<file path="config.mk">
export PLATFORM = sky130hd
export DESIGN_NAME = lru_unit_allocator
export DESIGN_NICKNAME = d
export VERILOG_FILES = /design/src/hdl/lua_pkg.sv /design/src/hdl/lua_ctrl.sv /design/src/hdl/lua_datapath.sv /design/src/hdl/lru_unit_allocator.sv
export VERILOG_INCLUDE_DIRS = /design/src /design/src/hdl
export SDC_FILE = /design/constraint.sdc
export NUM_CORES = 1
export LEC_CHECK = 0
export BUFFER_PORTS_ARGS = -buffer_cell sky130_fd_sc_hd__buf_2
export CORE_MARGIN = 3
export CORE_UTILIZATION = 55
export CTS_BUF_LIST = sky130_fd_sc_hd__clkbuf_4
export CTS_CLUSTER_DIAMETER = 150
export DETAILED_ROUTE_END_ITERATION = 8
export GPL_ROUTABILITY_DRIVEN = 0
export MAX_ROUTING_LAYER = met4
export PLACE_DENSITY = 0.71
export SETUP_SLACK_MARGIN = 0.2
export SYNTH_ARGS = -nofsm -noshare
export SYNTH_HDL_FRONTEND = slang
export SYNTH_SLANG_ARGS = --single-unit
</file>
<file path="constraint.sdc">
create_clock -name clk_i -period 6.45 [get_ports clk_i]
set_input_delay 0.3225 -clock clk_i [delete_from_list [all_inputs] [get_ports clk_i]]
set_output_delay 0.3225 -clock clk_i [all_outputs]
set_load 0.03 [all_outputs]
</file>
<file path="src/hdl/lru_unit_allocator_defines.svh">
// assertion macros for the lru unit allocator
`ifndef LRU_UNIT_ALLOCATOR_DEFINES_SVH
`define LRU_UNIT_ALLOCATOR_DEFINES_SVH

`ifndef SYNTHESIS
// checked on every edge outside reset
`define LUA_ASSERT(name, prop) \
  name: assert property (@(posedge clk_i) disable iff (!rst_ni) prop) \
    else $error("lua assertion failed");
// checked on every edge, reset included
`define LUA_ASSERT_ALWAYS(name, prop) \
  name: assert property (@(posedge clk_i) prop) \
    else $error("lua assertion failed");
`else
`define LUA_ASSERT(name, prop)
`define LUA_ASSERT_ALWAYS(name, prop)
`endif

`endif

</file>
<file path="src/hdl/lua_pkg.sv">
package lua_pkg;

  // pool and field sizes
  localparam int UNITS    = 16;
  localparam int UNIT_W   = $clog2(UNITS);
  localparam int CNT_W    = UNIT_W + 1;
  localparam int ID_W     = 16;
  localparam int FUNC_W   = 2;
  localparam int STATUS_W = 2;

  // request codes
  typedef enum logic [FUNC_W-1:0] {
    FUNC_USE         = 2'd0,
    FUNC_RELEASE     = 2'd1,
    FUNC_RELEASE_ALL = 2'd2,
    FUNC_NOP         = 2'd3
  } func_e;

  // result status codes
  typedef enum logic [STATUS_W-1:0] {
    STATUS_OK         = 2'd0,
    STATUS_NOT_INIT   = 2'd1,
    STATUS_NOT_LOADED = 2'd2
  } status_e;

  // datapath operations issued by the controller
  typedef enum logic [2:0] {
    OP_IDLE,
    OP_REPORT,
    OP_REFILL,
    OP_TOUCH,
    OP_LOAD_FREE,
    OP_EVICT,
    OP_RELEASE
  } op_e;

  // controller states
  typedef enum logic [1:0] {
    ST_IDLE,
    ST_LOOKUP,
    ST_EXEC,
    ST_RESP
  } state_e;

  // controller to datapath
  typedef struct packed {
    logic    capture;
    logic    lookup;
    logic    cfg_write;
    op_e     op;
    status_e status;
  } ctrl_cmd_t;

  // datapath to controller
  typedef struct packed {
    func_e func;
    logic  not_init;
    logic  hit;
    logic  stack_empty;
  } dp_stat_t;

endpackage

</file>
<file path="src/hdl/lua_ctrl.sv">
`include "lru_unit_allocator_defines.svh"

module lua_ctrl (
  input  logic               clk_i,
  input  logic               rst_ni,
  input  logic               start,
  output logic               busy,
  input  logic               cfg_valid_i,
  output logic               cfg_ready_o,
  input  lua_pkg::dp_stat_t  stat_i,
  output lua_pkg::ctrl_cmd_t cmd_o,
  output logic               done_o
);
  import lua_pkg::*;

  state_e state_q, state_d;

  // state register
  always_ff @(posedge clk_i or negedge rst_ni) begin
    if (!rst_ni) begin
      state_q <= ST_IDLE;
    end else begin
      state_q <= state_d;
    end
  end

  // next state
  always_comb begin
    state_d = state_q;
    case (state_q)
      ST_IDLE:   if (start) state_d = ST_LOOKUP;
      ST_LOOKUP: state_d = ST_EXEC;
      ST_EXEC:   state_d = ST_RESP;
      ST_RESP:   state_d = ST_IDLE;
      default:   state_d = ST_IDLE;
    endcase
  end

  // outputs and operation decode
  always_comb begin
    busy          = (state_q != ST_IDLE);
    cfg_ready_o   = (state_q == ST_IDLE) && !start;
    done_o        = (state_q == ST_RESP);
    cmd_o.capture   = (state_q == ST_IDLE) && start;
    cmd_o.lookup    = (state_q == ST_LOOKUP);
    cmd_o.cfg_write = cfg_valid_i && cfg_ready_o;
    cmd_o.op        = OP_IDLE;
    cmd_o.status    = STATUS_OK;
    case (state_q)
      ST_EXEC: begin
        if (stat_i.func == FUNC_NOP) begin
          cmd_o.op = OP_REPORT;
        end else if (stat_i.not_init) begin
          cmd_o.op     = OP_REPORT;
          cmd_o.status = STATUS_NOT_INIT;
        end else if (stat_i.func == FUNC_RELEASE_ALL) begin
          cmd_o.op = OP_REFILL;
        end else if (stat_i.func == FUNC_RELEASE) begin
          if (stat_i.hit) begin
            cmd_o.op = OP_RELEASE;
          end else begin
            cmd_o.op     = OP_REPORT;
            cmd_o.status = STATUS_NOT_LOADED;
          end
        end else if (stat_i.hit) begin
          cmd_o.op = OP_TOUCH;
        end else if (stat_i.stack_empty) begin
          cmd_o.op = OP_EVICT;
        end else begin
          cmd_o.op = OP_LOAD_FREE;
        end
      end
      default: begin
        cmd_o.op = OP_IDLE;
      end
    endcase
  end

  `LUA_ASSERT(a_done_single, done_o |=> !done_o)
  `LUA_ASSERT(a_accept_to_done, (start && !busy) |=> ##2 done_o)

endmodule

</file>
<file path="src/hdl/lua_datapath.sv">
`include "lru_unit_allocator_defines.svh"

module lua_datapath (
  input  logic                           clk_i,
  input  logic                           rst_ni,
  input  logic [lua_pkg::FUNC_W-1:0]     func_i,
  input  logic [lua_pkg::ID_W-1:0]       texture_id_i,
  input  logic [lua_pkg::CNT_W-1:0]      cfg_units_i,
  input  lua_pkg::ctrl_cmd_t             cmd_i,
  output lua_pkg::dp_stat_t              stat_o,
  output logic [lua_pkg::UNIT_W-1:0]     unit_o,
  output logic                           hit_o,
  output logic                           evicted_o,
  output logic [lua_pkg::ID_W-1:0]       evicted_texture_o,
  output logic [lua_pkg::STATUS_W-1:0]   status_o
);
  import lua_pkg::*;

  // request word
  func_e              func_q;
  logic [ID_W-1:0]    id_q;

  // allocator state
  logic [ID_W-1:0]    tex_q   [UNITS];
  logic [UNIT_W-1:0]  rank_q  [UNITS];
  logic [UNIT_W-1:0]  rank_d  [UNITS];
  logic [UNIT_W-1:0]  stack_q [UNITS];
  logic [UNITS-1:0]   loaded_q, loaded_d;
  logic [CNT_W-1:0]   free_cnt_q, free_cnt_d;
  logic [CNT_W-1:0]   units_q, units_d;

  // lookup results
  logic [UNITS-1:0]   hit_vec, lru_vec;
  logic [UNIT_W-1:0]  hit_idx_c, lru_idx_c;
  logic [UNIT_W-1:0]  hit_idx_q, lru_idx_q;
  logic               hit_any_q;

  // execute helpers
  logic               refill;
  logic [CNT_W-1:0]   fill_n;
  logic [CNT_W-1:0]   cfg_capped;
  logic [CNT_W-1:0]   top_cnt;
  logic [UNIT_W-1:0]  last_rank;
  logic [UNIT_W-1:0]  tgt;
  logic [UNIT_W-1:0]  tgt_rank;
  logic               push_ok;

  // result word
  logic [UNIT_W-1:0]   unit_q;
  logic                hit_q, ev_q;
  logic [ID_W-1:0]     evtex_q;
  logic [STATUS_W-1:0] status_q;

  assign cfg_capped = (cfg_units_i > CNT_W'(UNITS)) ? CNT_W'(UNITS) : cfg_units_i;
  assign refill     = cmd_i.cfg_write || (cmd_i.op == OP_REFILL);
  assign fill_n     = cmd_i.cfg_write ? cfg_capped : units_q;
  assign top_cnt    = free_cnt_q - CNT_W'(1);
  assign last_rank  = UNIT_W'(units_q - CNT_W'(1));
  assign push_ok    = (free_cnt_q < CNT_W'(UNITS));

  // parallel tag and oldest-rank match
  always_comb begin
    hit_idx_c = '0;
    lru_idx_c = '0;
    for (int i = 0; i < UNITS; i++) begin
      hit_vec[i] = loaded_q[i] && (tex_q[i] == id_q);
      lru_vec[i] = loaded_q[i] && (rank_q[i] == last_rank);
    end
    for (int i = UNITS - 1; i >= 0; i--) begin
      if (hit_vec[i]) hit_idx_c = UNIT_W'(i);
      if (lru_vec[i]) lru_idx_c = UNIT_W'(i);
    end
  end

  // unit the operation works on
  always_comb begin
    case (cmd_i.op)
      OP_EVICT:     tgt = lru_idx_q;
      OP_LOAD_FREE: tgt = stack_q[top_cnt[UNIT_W-1:0]];
      default:      tgt = hit_idx_q;
    endcase
    tgt_rank = rank_q[tgt];
  end

  // recency and occupancy update
  always_comb begin
    loaded_d   = loaded_q;
    free_cnt_d = free_cnt_q;
    units_d    = cmd_i.cfg_write ? cfg_capped : units_q;
    for (int i = 0; i < UNITS; i++) begin
      rank_d[i] = rank_q[i];
    end
    if (refill) begin
      loaded_d   = '0;
      free_cnt_d = fill_n;
      for (int i = 0; i < UNITS; i++) begin
        rank_d[i] = '0;
      end
    end else begin
      case (cmd_i.op)
        OP_TOUCH, OP_EVICT, OP_LOAD_FREE: begin
          // everything younger than the target ages by one
          for (int i = 0; i < UNITS; i++) begin
            if (loaded_q[i] && (UNIT_W'(i) != tgt) &&
                ((cmd_i.op == OP_LOAD_FREE) || (rank_q[i] < tgt_rank))) begin
              rank_d[i] = rank_q[i] + UNIT_W'(1);
            end
          end
          rank_d[tgt]   = '0;
          loaded_d[tgt] = 1'b1;
          if (cmd_i.op == OP_LOAD_FREE) free_cnt_d = top_cnt;
        end
        OP_RELEASE: begin
          // close the gap left by the freed unit
          for (int i = 0; i < UNITS; i++) begin
            if (loaded_q[i] && (UNIT_W'(i) != tgt) && (rank_q[i] > tgt_rank)) begin
              rank_d[i] = rank_q[i] - UNIT_W'(1);
            end
          end
          rank_d[tgt]   = '0;
          loaded_d[tgt] = 1'b0;
          if (push_ok) free_cnt_d = free_cnt_q + CNT_W'(1);
        end
        default: begin
          loaded_d = loaded_q;
        end
      endcase
    end
  end

  // control state
  always_ff @(posedge clk_i or negedge rst_ni) begin
    if (!rst_ni) begin
      loaded_q   <= '0;
      free_cnt_q <= '0;
      units_q    <= '0;
      for (int i = 0; i < UNITS; i++) begin
        rank_q[i] <= '0;
      end
    end else begin
      loaded_q   <= loaded_d;
      free_cnt_q <= free_cnt_d;
      units_q    <= units_d;
      for (int i = 0; i < UNITS; i++) begin
        rank_q[i] <= rank_d[i];
      end
    end
  end

  // request capture and lookup registers
  always_ff @(posedge clk_i) begin
    if (cmd_i.capture) begin
      func_q <= func_e'(func_i);
      id_q   <= texture_id_i;
    end
    if (cmd_i.lookup) begin
      hit_idx_q <= hit_idx_c;
      lru_idx_q <= lru_idx_c;
      hit_any_q <= |hit_vec;
    end
  end

  // texture tags and free stack
  always_ff @(posedge clk_i) begin
    if (cmd_i.op == OP_EVICT || cmd_i.op == OP_LOAD_FREE) begin
      tex_q[tgt] <= id_q;
    end
    if (refill) begin
      for (int i = 0; i < UNITS; i++) begin
        stack_q[i] <= UNIT_W'(fill_n - CNT_W'(1) - CNT_W'(i));
      end
    end else if (cmd_i.op == OP_RELEASE && push_ok) begin
      stack_q[free_cnt_q[UNIT_W-1:0]] <= tgt;
    end
  end

  // result word
  always_ff @(posedge clk_i) begin
    if (cmd_i.op != OP_IDLE) begin
      unit_q   <= '0;
      hit_q    <= 1'b0;
      ev_q     <= 1'b0;
      evtex_q  <= '0;
      status_q <= cmd_i.status;
      case (cmd_i.op)
        OP_TOUCH: begin
          unit_q <= tgt;
          hit_q  <= 1'b1;
        end
        OP_EVICT: begin
          unit_q  <= tgt;
          ev_q    <= 1'b1;
          evtex_q <= tex_q[tgt];
        end
        OP_LOAD_FREE, OP_RELEASE: begin
          unit_q <= tgt;
        end
        default: begin
          unit_q <= '0;
        end
      endcase
    end
  end

  assign stat_o.func        = func_q;
  assign stat_o.not_init    = (units_q == '0);
  assign stat_o.hit         = hit_any_q;
  assign stat_o.stack_empty = (free_cnt_q == '0);

  assign unit_o            = unit_q;
  assign hit_o             = hit_q;
  assign evicted_o         = ev_q;
  assign evicted_texture_o = evtex_q;
  assign status_o          = status_q;

  `LUA_ASSERT(a_hit_unique, $onehot0(hit_vec))
  `LUA_ASSERT(a_pool_count, ($countones(loaded_q) + 32'(free_cnt_q)) == 32'(units_q))

endmodule

</file>
<file path="src/hdl/lru_unit_allocator.sv">
// channel   | direction | handshake                     | word
// ----------+-----------+-------------------------------+---------------------------------
// request   | in        | start, busy                   | func_i, texture_id_i
// config    | in        | cfg_valid_i, cfg_ready_o      | cfg_units_in_use_i
// result    | out       | done_o (one-cycle strobe)     | unit_o, hit_o, evicted_o,
//           |           |                               | evicted_texture_o, status_o
//
// every request goes through capture, tag lookup, update and the result strobe, in that order
// the sequence is set by the controller, with one pass through the tag compare
// busy is high from the cycle after start until the result strobe has gone
// reset leaves the pool uninitialized (zero units); a config write refills it
// the result strobe lasts one cycle and cannot be held off by the receiver
module lru_unit_allocator (
  input  logic                         clk_i,
  input  logic                         rst_ni,
  input  logic                         start,
  output logic                         busy,
  input  logic [lua_pkg::FUNC_W-1:0]   func_i,
  input  logic [lua_pkg::ID_W-1:0]     texture_id_i,
  input  logic                         cfg_valid_i,
  output logic                         cfg_ready_o,
  input  logic [lua_pkg::CNT_W-1:0]    cfg_units_in_use_i,
  output logic                         done_o,
  output logic [lua_pkg::UNIT_W-1:0]   unit_o,
  output logic                         hit_o,
  output logic                         evicted_o,
  output logic [lua_pkg::ID_W-1:0]     evicted_texture_o,
  output logic [lua_pkg::STATUS_W-1:0] status_o
);
  import lua_pkg::*;

  ctrl_cmd_t cmd;
  dp_stat_t  stat;

  // sequencer
  lua_ctrl u_ctrl (
    .clk_i       (clk_i),
    .rst_ni      (rst_ni),
    .start       (start),
    .busy        (busy),
    .cfg_valid_i (cfg_valid_i),
    .cfg_ready_o (cfg_ready_o),
    .stat_i      (stat),
    .cmd_o       (cmd),
    .done_o      (done_o)
  );

  // tags, ranks and free stack
  lua_datapath u_datapath (
    .clk_i             (clk_i),
    .rst_ni            (rst_ni),
    .func_i            (func_i),
    .texture_id_i      (texture_id_i),
    .cfg_units_i       (cfg_units_in_use_i),
    .cmd_i             (cmd),
    .stat_o            (stat),
    .unit_o            (unit_o),
    .hit_o             (hit_o),
    .evicted_o         (evicted_o),
    .evicted_texture_o (evicted_texture_o),
    .status_o          (status_o)
  );

endmodule

</file>
* After elaboration in Yosys (flattened, before gate mapping)
Memory sizes are Yosys's and may differ from the RTL's. A register that Yosys moved wholly into a read port is not among the register bits.
Index checks and enable logic that the tools add are counted.
W data, S select, Z words.
** Word-level totals
- Memories :: 2
- Logic and storage cells :: 492
- Memory bits (writable) :: 320
- Output and inout port bits :: 27
- Bits in registers :: 127
- Input port bits :: 27
** Cells by class
- Muxes and demuxes :: 169
- Eq/ne operators :: 61
- Add/subtract/negate cells :: 51
- Reductions and logical operators :: 126
- Bitwise operators :: 9
- Order comparisons :: 38
** Memories
- u_datapath.tex_q :: words 16, bits a word 16, read ports 17, clocked after Yosys merged registers in 1, wr ports 1, line lua_datapath.sv:24 : logic [ID_W-1:0] tex_q [UNITS];
- u_datapath.stack_q :: words 16, bits a word 4, read ports 1, clocked after Yosys merged registers in 0, wr ports 16, line lua_datapath.sv:27 : logic [UNIT_W-1:0] stack_q [UNITS];
** Operator list (number)
- $mux W4 :: 117
- $eq A16 B16 Y1 :: 16
- $and A64 B64 Y64 :: 2
- $pmux W64 S2 :: 1
- $logic_and A1 B1 Y1 :: 86
- $sub A4 B1 Y4 const B :: 19
- $add A4 B1 Y4 const B :: 16
- $eq A4 B4 Y1 :: 16
- $gt A4 B4 Y1 :: 16
- $lt A4 B4 Y1 :: 16
- $mux W64 :: 1
- $not A64 Y64 :: 1
- $mux W3 :: 14
- $ne A4 B4 Y1 const A :: 8
- $pmux W16 S2 :: 1
- $sub A4 B4 Y4 const B :: 8
- $mux W5 :: 6
- $logic_or A1 B1 Y1 :: 18
- $and A16 B16 Y16 :: 1
- $bmux W4 S4 :: 1
- $demux W4 S4 :: 1
- $mux W16 :: 1
- $mux W2 :: 8
- $ne A3 B4 Y1 const A :: 4
- other kinds (40) :: 76

* Logic depth before layout (Yosys ltp)
Gate-level depths: netlist of the first run.
- Depth after elaboration :: 23
- Mapped depth :: 32
- Gate-level depth less buffers :: 24

* Cells and area by module
Synthesis of the first run repeated with hierarchy kept, for this count alone.
** Second synthesis, totals
- Cells, all modules :: 2795
- Area, all modules :: 27767.9 um^2
** Modules (own cells, without submodules)
- lua_datapath :: area an instance 27488.9 um^2, sequential area each 13392.8 um^2, times used 1, cells an instance 2764
- lua_ctrl :: area an instance 279.0 um^2, sequential area each 50.0 um^2, times used 1, cells an instance 31

* Least setup slack after synthesis of the first run
No wires, ideal clock.
- Path kind :: register to register
- Start :: register u_datapath.free_cnt_q[0]
- End :: register u_datapath.rank_q[34] in the netlist's numbering
- Setup slack :: 465 ps
- Stages on the path, launching flop included :: 31
- Data required time :: 6324 ps
- Arrival :: 5859 ps
- Library setup time :: 126 ps
- Period minus slack after synthesis :: 5985 ps
- Path buffers :: 8
- Path through :: dfrtp_1 buf_6 buf_6 buf_2 inv_1 ha_1 buf_2 buf_2 mux4_2 a22oi_1 nor2_1 a2111oi_2 a21oi_1 nand2_1 buf_4 buf_2 buf_1 o22ai_1 nor2_1 ha_1 nor2b_1 o21a_1 o21ai_0 nand2b_1 a21oi_1 nand2b_1 o211ai_1 a21oi_1 o21ai_0 nand2_1 o21ai_1
** On the way
- Longest elaborated chain between the ends :: 23
- Elaborated cells on any way between the ends :: 46
- Those cells by class :: add/sub (1); order compare (4); eq/ne (6); mux (21); bitwise (4); reduce/logical (9); memory (1)
** RTL lines
- start, declared :: line lua_datapath.sv:29 : logic [CNT_W-1:0] free_cnt_q, free_cnt_d;
- start signal, assigned :: line lua_datapath.sv:142 : free_cnt_q <= free_cnt_d;
- $logic_not A5 Y1 :: line lua_datapath.sv:208 : assign stat_o.stack_empty = (free_cnt_q == '0);
- $mux W1 :: line lua_ctrl.sv:67 : end else if (stat_i.stack_empty) begin
- $mux W3 :: line lua_ctrl.sv:65 : end else if (stat_i.hit) begin
- $mux W3 :: line lua_ctrl.sv:58 : end else if (stat_i.func == FUNC_RELEASE) begin
- $mux W3 :: line lua_ctrl.sv:56 : end else if (stat_i.func == FUNC_RELEASE_ALL) begin
- $mux W5 :: line lua_ctrl.sv:53 : end else if (stat_i.not_init) begin
- $mux W3 :: line lua_ctrl.sv:51 : if (stat_i.func == FUNC_NOP) begin
- $mux W3 :: line lua_ctrl.sv:49 : case (state_q)
- [... 7 more ...]
- $logic_or A1 B1 Y1 :: line lua_datapath.sv:105 : ((cmd_i.op == OP_LOAD_FREE) || (rank_q[i] < tgt_rank))) begin
- $logic_and A1 B1 Y1 :: line lua_datapath.sv:104 : if (loaded_q[i] && (UNIT_W'(i) != tgt) &&
- $mux W4 :: line lua_datapath.sv:104
- $mux W4 :: line lua_datapath.sv:100 : case (cmd_i.op)
- $mux W4 :: line lua_datapath.sv:93 : if (refill) begin
- $and A64 B64 Y64 (no source line)
- $pmux W64 S2 :: line lua_datapath.sv:100
- $mux W64 :: line lua_datapath.sv:93
- end signal, assigned by index :: line lua_datapath.sv:145 : rank_q[i] <= rank_d[i];
- end, declared :: line lua_datapath.sv:25 : logic [UNIT_W-1:0] rank_q [UNITS];
Several ways; a longest one is shown, not always the timed one. The select of a mux whose other input is x is not followed.
A chain may end at the register's enable or synchronous reset.

* Final worst setup path of the first run
- Start :: register u_datapath.free_cnt_q[1]
- End :: register u_datapath.rank_q[34] in the netlist's numbering
The elaborated chain is that of the path after synthesis.

==> flow_summary.json, run 1 <==
{
  "cts_buffer_depth": 3,
  "dp.cells": 3324,
  "setup_ws_ns": 0.730,
  "worstHoldPathType": "primary input to register",
  "port_buffers": 53,
  "met3_usage_pct": 6.06,
  "relSlewSlack_pct": 27.9,
  "grt_pass1_wl_um": 134000,
  "path_clk_slew_ns": 0.07,
  "drv_slew": 0,
  "synth_ff_type": "edfxtp_1",
  "pwr_density_cell_mw_per_mm2": 469,
  "io-pin-count": 54,
  "async_flop_share_pct": 19.9,
  "ys_seq_elements": 463,
  "synth_fp_nets": 2845,
  "dp_hpwl_um": 58700,
  "netlist_instances": 2701,
  "initial_core_util_pct": 56.1,
  "status": "finished clean",
  "fin_crit_sh_pct": 88.7,
  "placed_cell_area_sq_mm": 0.0295,
  "ys_warn_count": 0,
  "grt.busiest_layer": "met2",
  "antenna_found_initial": 2,
  "worst-endpoint-arrival_ns": 6.51,
  "synth_area_sq_mm": 0.0284,
  "drc_errors": 0,
  "yosysUniqueCellTypes": 73,
  "clock.fmax_mhz": 175,
  "drt_iter0_markers": 3046,
  "die_area_sq_mm": 0.0544,
  "overflow": 0,
  "cts_buffers": 120,
  "syn_area_per_cell_sq_um": 10.5,
  "use_met1_pct": 42.7,
  "layout_min_cycle_time_ns": 5.72,
  "post_drt_wl_per_cell_um": 24.5,
  "grt_max_degree": 145,
  "finClkSkew_ns": 0.0918,
  "setup_viol": 0,
  "viasPerCell": 6.71,
  "cts_sinks": 463,
  "worstSetupPathType": "register to register",
  "cts_tree": "yes",
  "end_kind": "register",
  "wirelength_um": 87600,
  "fp.dieW_um": 233,
  "grt.total_usage_pct": 32.9,
  "final_common_cell": "edfxtp_1",
  "drtPass1Iterations": 6,
  "most-common-layout-cells": "371 x edfxtp_1, 245 x xnor2_1, 219 x nand2_1",
  "core_area_sq_mm": 0.0506,
  "die_h_um": 233,
  "finalHoldViolCount": 0,
  "layoutNonFillerInstCount": 3573,
  "worstPathRequired_ns": 7.24,
  "tightest_slew_ns": 1.08,
  "yosys.area.top_type_share_pct": 39.2,
  "drive_gt1_share_pct": 13.6,
  "synth_edf_count": 371,
  "clk-insertion-delay-late_ns": 0.97,
  "grtUsageMet2_pct": 50.4,
  "worstPathMaxFanout": 17,
  "ys_top_cells_by_area": "edfxtp_1 39%, dfrtp_1 8.1%, xnor2_1 7.6%",
  "p_leak_uw": 0.0112,
  "post-place-ws_ns": -0.0194,
  "fill_cells": 4082,
  "cts_max_level": 3,
  "seq_area_frac_synth_pct": 47.4,
  "yosysTopAreaCell": "edfxtp_1",
  "ir_drop_v": 0.000300,
  "rsz0062_at_grt": "false",
  "ant_nets": 0,
  "startpoint_type": "register",
  "num_vias": 24000,
  "grt_pass1_vias": 23100,
  "cts-root-buf": "clkbuf_4",
  "fin_nets": 2942,
  "rows": 82,
  "final_area_sq_mm": 0.0314,
  "holdWs_ns": 0.0550,
  "max-cap-violations": 0,
  "area_growth_pct": 10.5
}
==> through the flow <==
step / utilization (%) / power, uW / TNS [ns]
global route: 62.0 / 15500 / 0
global placement: 58.2 / 11600 / 0
floorplan: - / 9530 / 0
CTS: 61.9 / 14500 / 0
detailed placement: 58.2 / 11900 / -0.0194
finish: 62.0 / 14700 / 0
==> worst paths after layout <==
kind / startpoint / end / slack [ns] / depth (start not counted)
hold reg to reg: u_datapath.units_q[4] / u_datapath.units_q[4] / 0.57 / 1
setup reg to reg: u_datapath.free_cnt_q[1] / u_datapath.rank_q[34] / 0.73 / 25
hold / removal: cfg_units_in_use_i[2] / u_datapath.units_q[2] / 0.05 / 5
min in group asynchronous: rst_ni / u_datapath.rank_q[33] / 0.48 / 4
setup / recovery: u_datapath.free_cnt_q[1] / u_datapath.rank_q[34] / 0.73 / 25
max in group asynchronous: rst_ni / u_ctrl.state_q[1] / 5.28 / 4
==> worst max-delay path: stages, from the launching register on <==
cell and delay [ns]:
dfrtp_2 0.46, inv_1 0.10, ha_2 0.49, buf_4 0.22
mux4_2 0.35, mux2i_1 0.22, o32a_1 0.18, nand3b_1 0.23
o21ai_4 0.48, buf_4 0.24, nand3_1 0.07, nand2_1 0.07
o22ai_1 0.09, nor2_2 0.41, buf_4 0.28, ha_1 0.26
o21a_1 0.12, o21ai_0 0.16, nand2b_1 0.10, a21oi_1 0.22
nand2b_1 0.14, o211ai_1 0.15, a21oi_1 0.24, o21ai_0 0.12
nand2_1 0.11, o21ai_1 0.06
==> report_power, final <==
| part | switching (uW) | internal [uW] |
|---|---|---|
| registers | 343 | 3820 |
| logic | 5120 | 2790 |
| clock network | 1310 | 1310 |
==> cell type report <==
class | instances | area [sq um] | area share [%]
multi-input combinational | 1994 | 14100 | 45.0
tap | 672 | 841 | 2.68
sequential | 463 | 13400 | 42.9
clock inverter | 45 | 255 | 0.814
clock buffer | 176 | 1320 | 4.21
antenna | 4 | 10.0 | 0.0319
timing repair buffer | 157 | 1150 | 3.68
inverter | 62 | 233 | 0.742
==> cells by family (layout without fill, tap and decap cells) <==
logic type,after synthesis,count (layout),share of synthesized area (%)
xor+xnor,337,337,10.4
fa+ha+maj,117,117,5.16
simple gates,751,751,13.0
buf+inv,244,440,3.57
flops,463,463,47.4
compound gates,688,688,16.1
mux,101,101,4.38
other cells,0,4,0
==> metal layers <==
metal  vias up  share of wire, %
met5         -                 0
met4         0               5.3
met3       312                10
met2      1557                46
met1     11600                39
li1      10500                 -
==> flip-flops by register name, summed over array words and instances (netlist names), 2 cells and up <==
register                      count
u_datapath.evicted_texture_o     16
u_datapath.tex_q                256
u_datapath.id_q                  16
u_datapath.unit_o                 4
u_datapath.free_cnt_q             5
u_datapath.rank_q                64
u_datapath.func_q                 2
u_ctrl.state_q                    2
u_datapath.stack_q               64
u_datapath.hit_idx_q              4
u_datapath.units_q                5
u_datapath.status_o               2
u_datapath.loaded_q              16
u_datapath.lru_idx_q              4
==> what timing repair did <==
item | 4_1_cts | 5_1_grt
setup endpoints to repair | 38 | 56
hold endpoints to repair | 68 | 0
gates resized for setup | 2 | 10
buffers inserted | 0 | 0
hold buffers | 24 | 0
==> synthesized netlist by cell type (20+ instances only) <==
master / number
o22ai_1: 118
dfrtp_1: 92
mux2i_1: 78
nor4_1: 36
inv_1: 61
a221oi_1: 124
xnor2_1: 246
nor2b_1: 34
a211oi_1: 35
o21ai_0: 71
a21oi_1: 120
o21ai_1: 99
nor3_1: 46
edfxtp_1: 371
nand2b_1: 50
clkbuf_1: 123
nor2_1: 148
nand4_1: 95
xor2_1: 91
nand3_1: 64
o211ai_1: 20
ha_1: 117
buf_2: 32
nand2_1: 219
Note: power is estimated with default switching activity, not from simulation.
==> inputs of run 2 (changes only) <==
--- a/config.mk
+++ b/config.mk
@@ -6,6 +6,7 @@
 export SDC_FILE = /design/constraint.sdc
 export NUM_CORES = 1
 export LEC_CHECK = 0
+export ABC_AREA = 1
 export BUFFER_PORTS_ARGS = -buffer_cell sky130_fd_sc_hd__buf_2
 export CORE_MARGIN = 3
 export CORE_UTILIZATION = 55
@@ -14,7 +15,7 @@
 export DETAILED_ROUTE_END_ITERATION = 8
 export GPL_ROUTABILITY_DRIVEN = 0
 export MAX_ROUTING_LAYER = met4
-export PLACE_DENSITY = 0.71
+export PLACE_DENSITY_LB_ADDON = 0.2
 export SETUP_SLACK_MARGIN = 0.2
 export SYNTH_ARGS = -nofsm -noshare
 export SYNTH_HDL_FRONTEND = slang
==> run 2 against run 1 <==
  * Via count is 10% higher
  * Cell area is 0.76% lower
  * Critical path type unchanged
  * Sequential cell count stayed put
  * Synthesized area is 1.2% lower
  * Die area is 1.2% lower
  * Combinational power is 9.0% lower
  * Hold slack better by 0.042 ns
  * Critical endpoint is now u_datapath.rank_q[57]
  * First-iteration DRC count is 21% higher
  * Power is 3.5% lower
  * Synthesized cell count is 23% higher
==> flow_summary.json, run 2 <==
{
  "num_vias": 26400,
  "slowest_delay_ns": 0.75,
  "finClkSkew_ns": 0.0624,
  "cts-root-buf": "clkbuf_4",
  "layout_min_cycle_time_ns": 5.69,
  "drc_errors": 0,
  "rsz0062_at_grt": "false",
  "grt_pass1_wl_um": 143000,
  "die_area_sq_mm": 0.0537,
  "path_clk_slew_ns": 0.06,
  "relSlewSlack_pct": 17.4,
  "core_area_sq_mm": 0.0503,
  "final_area_sq_mm": 0.0311,
  "r2r_cells": 26,
  "netlist_instances": 3314,
  "post-place-ws_ns": 0.535,
  "cts_buffer_depth": 3,
  "cp.depth": 26,
  "syn_area_per_cell_sq_um": 8.46,
  "drive_gt1_share_pct": 11.7,
  "port_buffers": 53,
  "ys_warn_count": 0,
  "synth_top_family_by_area": "simple AND/OR/NAND/NOR gates",
  "ff2ff_setup_slack_ns": 0.76,
  "ir_drop_v": 0.000244,
  "grt.total_usage_pct": 35.9,
  "yosysUniqueCellTypes": 63,
  "fp.dieW_um": 232,
  "tightest_slew_ns": 1.24,
  "max-cap-violations": 0,
  "worstHoldPathType": "primary input to register",
  "post_drt_wl_per_cell_um": 22.2,
  "synth_area_sq_mm": 0.0280,
  "synthAdderAreaFrac_pct": 5.22,
  "ys_seq_elements": 463,
  "crit_buf_inv": 5,
  "ys_top_cells_by_area": "edfxtp_1 40%, nand2_1 14%, dfrtp_1 8.2%",
  "fin_nets": 3617,
  "final_common_cell": "nand2_1",
  "dp_hpwl_um": 62700,
  "r2r-end": "u_datapath.rank_q[57]",
  "ant_nets": 0,
  "synth_xor_area_share_pct": 3.31,
  "area_growth_pct": 11.0,
  "top_register": "u_datapath.tex_q",
  "drt_iter0_markers": 3697,
  "status": "finished clean",
  "yosysMostFrequentCell": "nand2_1",
  "crit_start": "u_ctrl.state_q[0]",
  "clk-insertion-delay-late_ns": 1.02,
  "seq_area_frac_synth_pct": 47.9,
  "synth_ff_type": "edfxtp_1",
  "overflow": 0,
  "worst-endpoint-arrival_ns": 6.56,
  "cts_tree": "yes",
  "synth-compound-area-share_pct": 12.3,
  "wirelength_um": 94400,
  "largest_reg_flops": 256,
  "worst_path_most_repeated_cell": "nand2_1",
  "grt_max_degree": 69,
  "end_kind": "register",
  "crit_path_top_delay_cell": "nor2_4",
  "cp_top_family": "simple AND/OR/NAND/NOR gates",
  "setup_ws_ns": 0.756,
  "drtPass1Iterations": 6,
  "cts_sinks": 463,
  "pwr_density_cell_mw_per_mm2": 456,
  "rows": 82,
  "finalHoldViolCount": 0,
  "worstPathMaxFanout": 27,
  "die_h_um": 232,
  "startpoint_type": "register",
  "fin_crit_sh_pct": 88.3,
  "utilization_pct": 61.9,
  "rr_startpoint": "u_ctrl.state_q[0]",
  "yosysTopAreaCell": "edfxtp_1",
  "async_flop_share_pct": 19.9,
  "initial_core_util_pct": 55.8,
  "yosys.area.top_type_share_pct": 39.7,
  "cts_max_level": 4,
  "grt_pass1_vias": 25300,
  "endpoint": "u_datapath.rank_q[57]",
  "viasPerCell": 6.22,
  "most-common-layout-cells": "1,076 x nand2_1, 371 x edfxtp_1, 265 x inv_1",
  "io-pin-count": 54,
  "p_leak_uw": 0.0135,
  "placed_cell_area_sq_mm": 0.0290,
  "drv_slew": 0,
  "top_regs": "u_datapath.tex_q: 256 flops, u_datapath.rank_q: 64 flops, u_datapath.stack_q: 64 flops",
  "p_total_uw": 14200,
  "synth_edf_count": 371,
  "tns_ns": 0,
  "setup_viol": 0,
  "clock.fmax_mhz": 176,
  "synthTopCellsByCount": "1,077 x nand2_1, 371 x edfxtp_1, 265 x inv_1",
  "cts_buffers": 131,
  "synthMuxAreaShare_pct": 0.143,
  "worstPathRequired_ns": 7.32,
  "synth_fp_nets": 3458,
  "antenna_found_initial": 6,
  "synth_simple_gate_area_share_pct": 24.9,
  "worstSetupPathType": "register to register"
}
==> run 2: cell types whose count changed after synthesis, sizes merged, moves of 63 or more <==
cell and delta:
clkbuf -63, o21ai +84, inv +223, a221oi -110
nand3 +116, nand2 +869, mux2i -75, xnor2 -225
==> run 2: logic make-up (layout without fill, tap and decap cells) <==
family	after synthesis	count (layout)
AO/OA/AOI/OAI	568	568
buffers and inverters	422	674
adder cells (fa/ha/maj)	117	117
other	0	8
flip-flops	463	463
AND/OR/NAND/NOR	1637	1637
XOR/XNOR	103	103
multiplexers	4	4
==> run 2: layer usage <==
metal,wire length [um],GRT usage (%)
met1,35300,45.1
met2,41700,53.4
met3,11700,8.26
met4,5730,20.9
met5,0,-
==> run 2: worst min-delay path by stage <==
stage | from | to | depth (start not counted)
after floorplan | rst_ni | u_ctrl.state_q[0] | 0
after global placement | rst_ni | u_datapath.rank_q[5] | 1
after detailed placement | rst_ni | u_datapath.rank_q[1] | 1
after CTS | func_i[1] | u_datapath.func_q[1] | 2
after global routing | func_i[1] | u_datapath.func_q[1] | 2
final | func_i[1] | u_datapath.func_q[1] | 2
==> run 2: timing repair <==
item	CTS	global route
resized for setup	0	2
hold endpoints to repair	133	0
setup buffers	0	2
setup endpoints to repair	0	59
hold buffers	47	0
==> run 2: power breakdown <==
group	internal (uW)	switching [uW]
Combinational	2100	5100
Clock	1400	1310
Sequential	3930	352
==> run 2: area by class of cell <==
cell class | instances | area, sq um
timing repair buffer | 160 | 1200
clock buffer | 192 | 1440
tap | 672 | 841
inverter | 288 | 1080
antenna | 8 | 20.0
sequential | 463 | 13400
multi-input combinational | 2429 | 12900
fill | 4282 | 19200
clock inverter | 34 | 171
==> run 2: worst reg2reg max path: cells and delay by family (launching register included) <==
kind	cells	cell delay [ns]
AO/OA/AOI/OAI	4	0.74
buffers and inverters	5	0.99
adder cells (fa/ha/maj)	2	0.46
flip-flops	1	0.40
AND/OR/NAND/NOR	15	3.02
==> run 2: stage by stage <==
step,cells,hold slack (ns)
3_3_place_gp,3963,0.244
5_1_grt,4245,0.0559
2_1_floorplan,3314,0.0269
3_5_place_dp,3963,0.249
4_1_cts,4236,0.00204
6_report,4246,0.0966
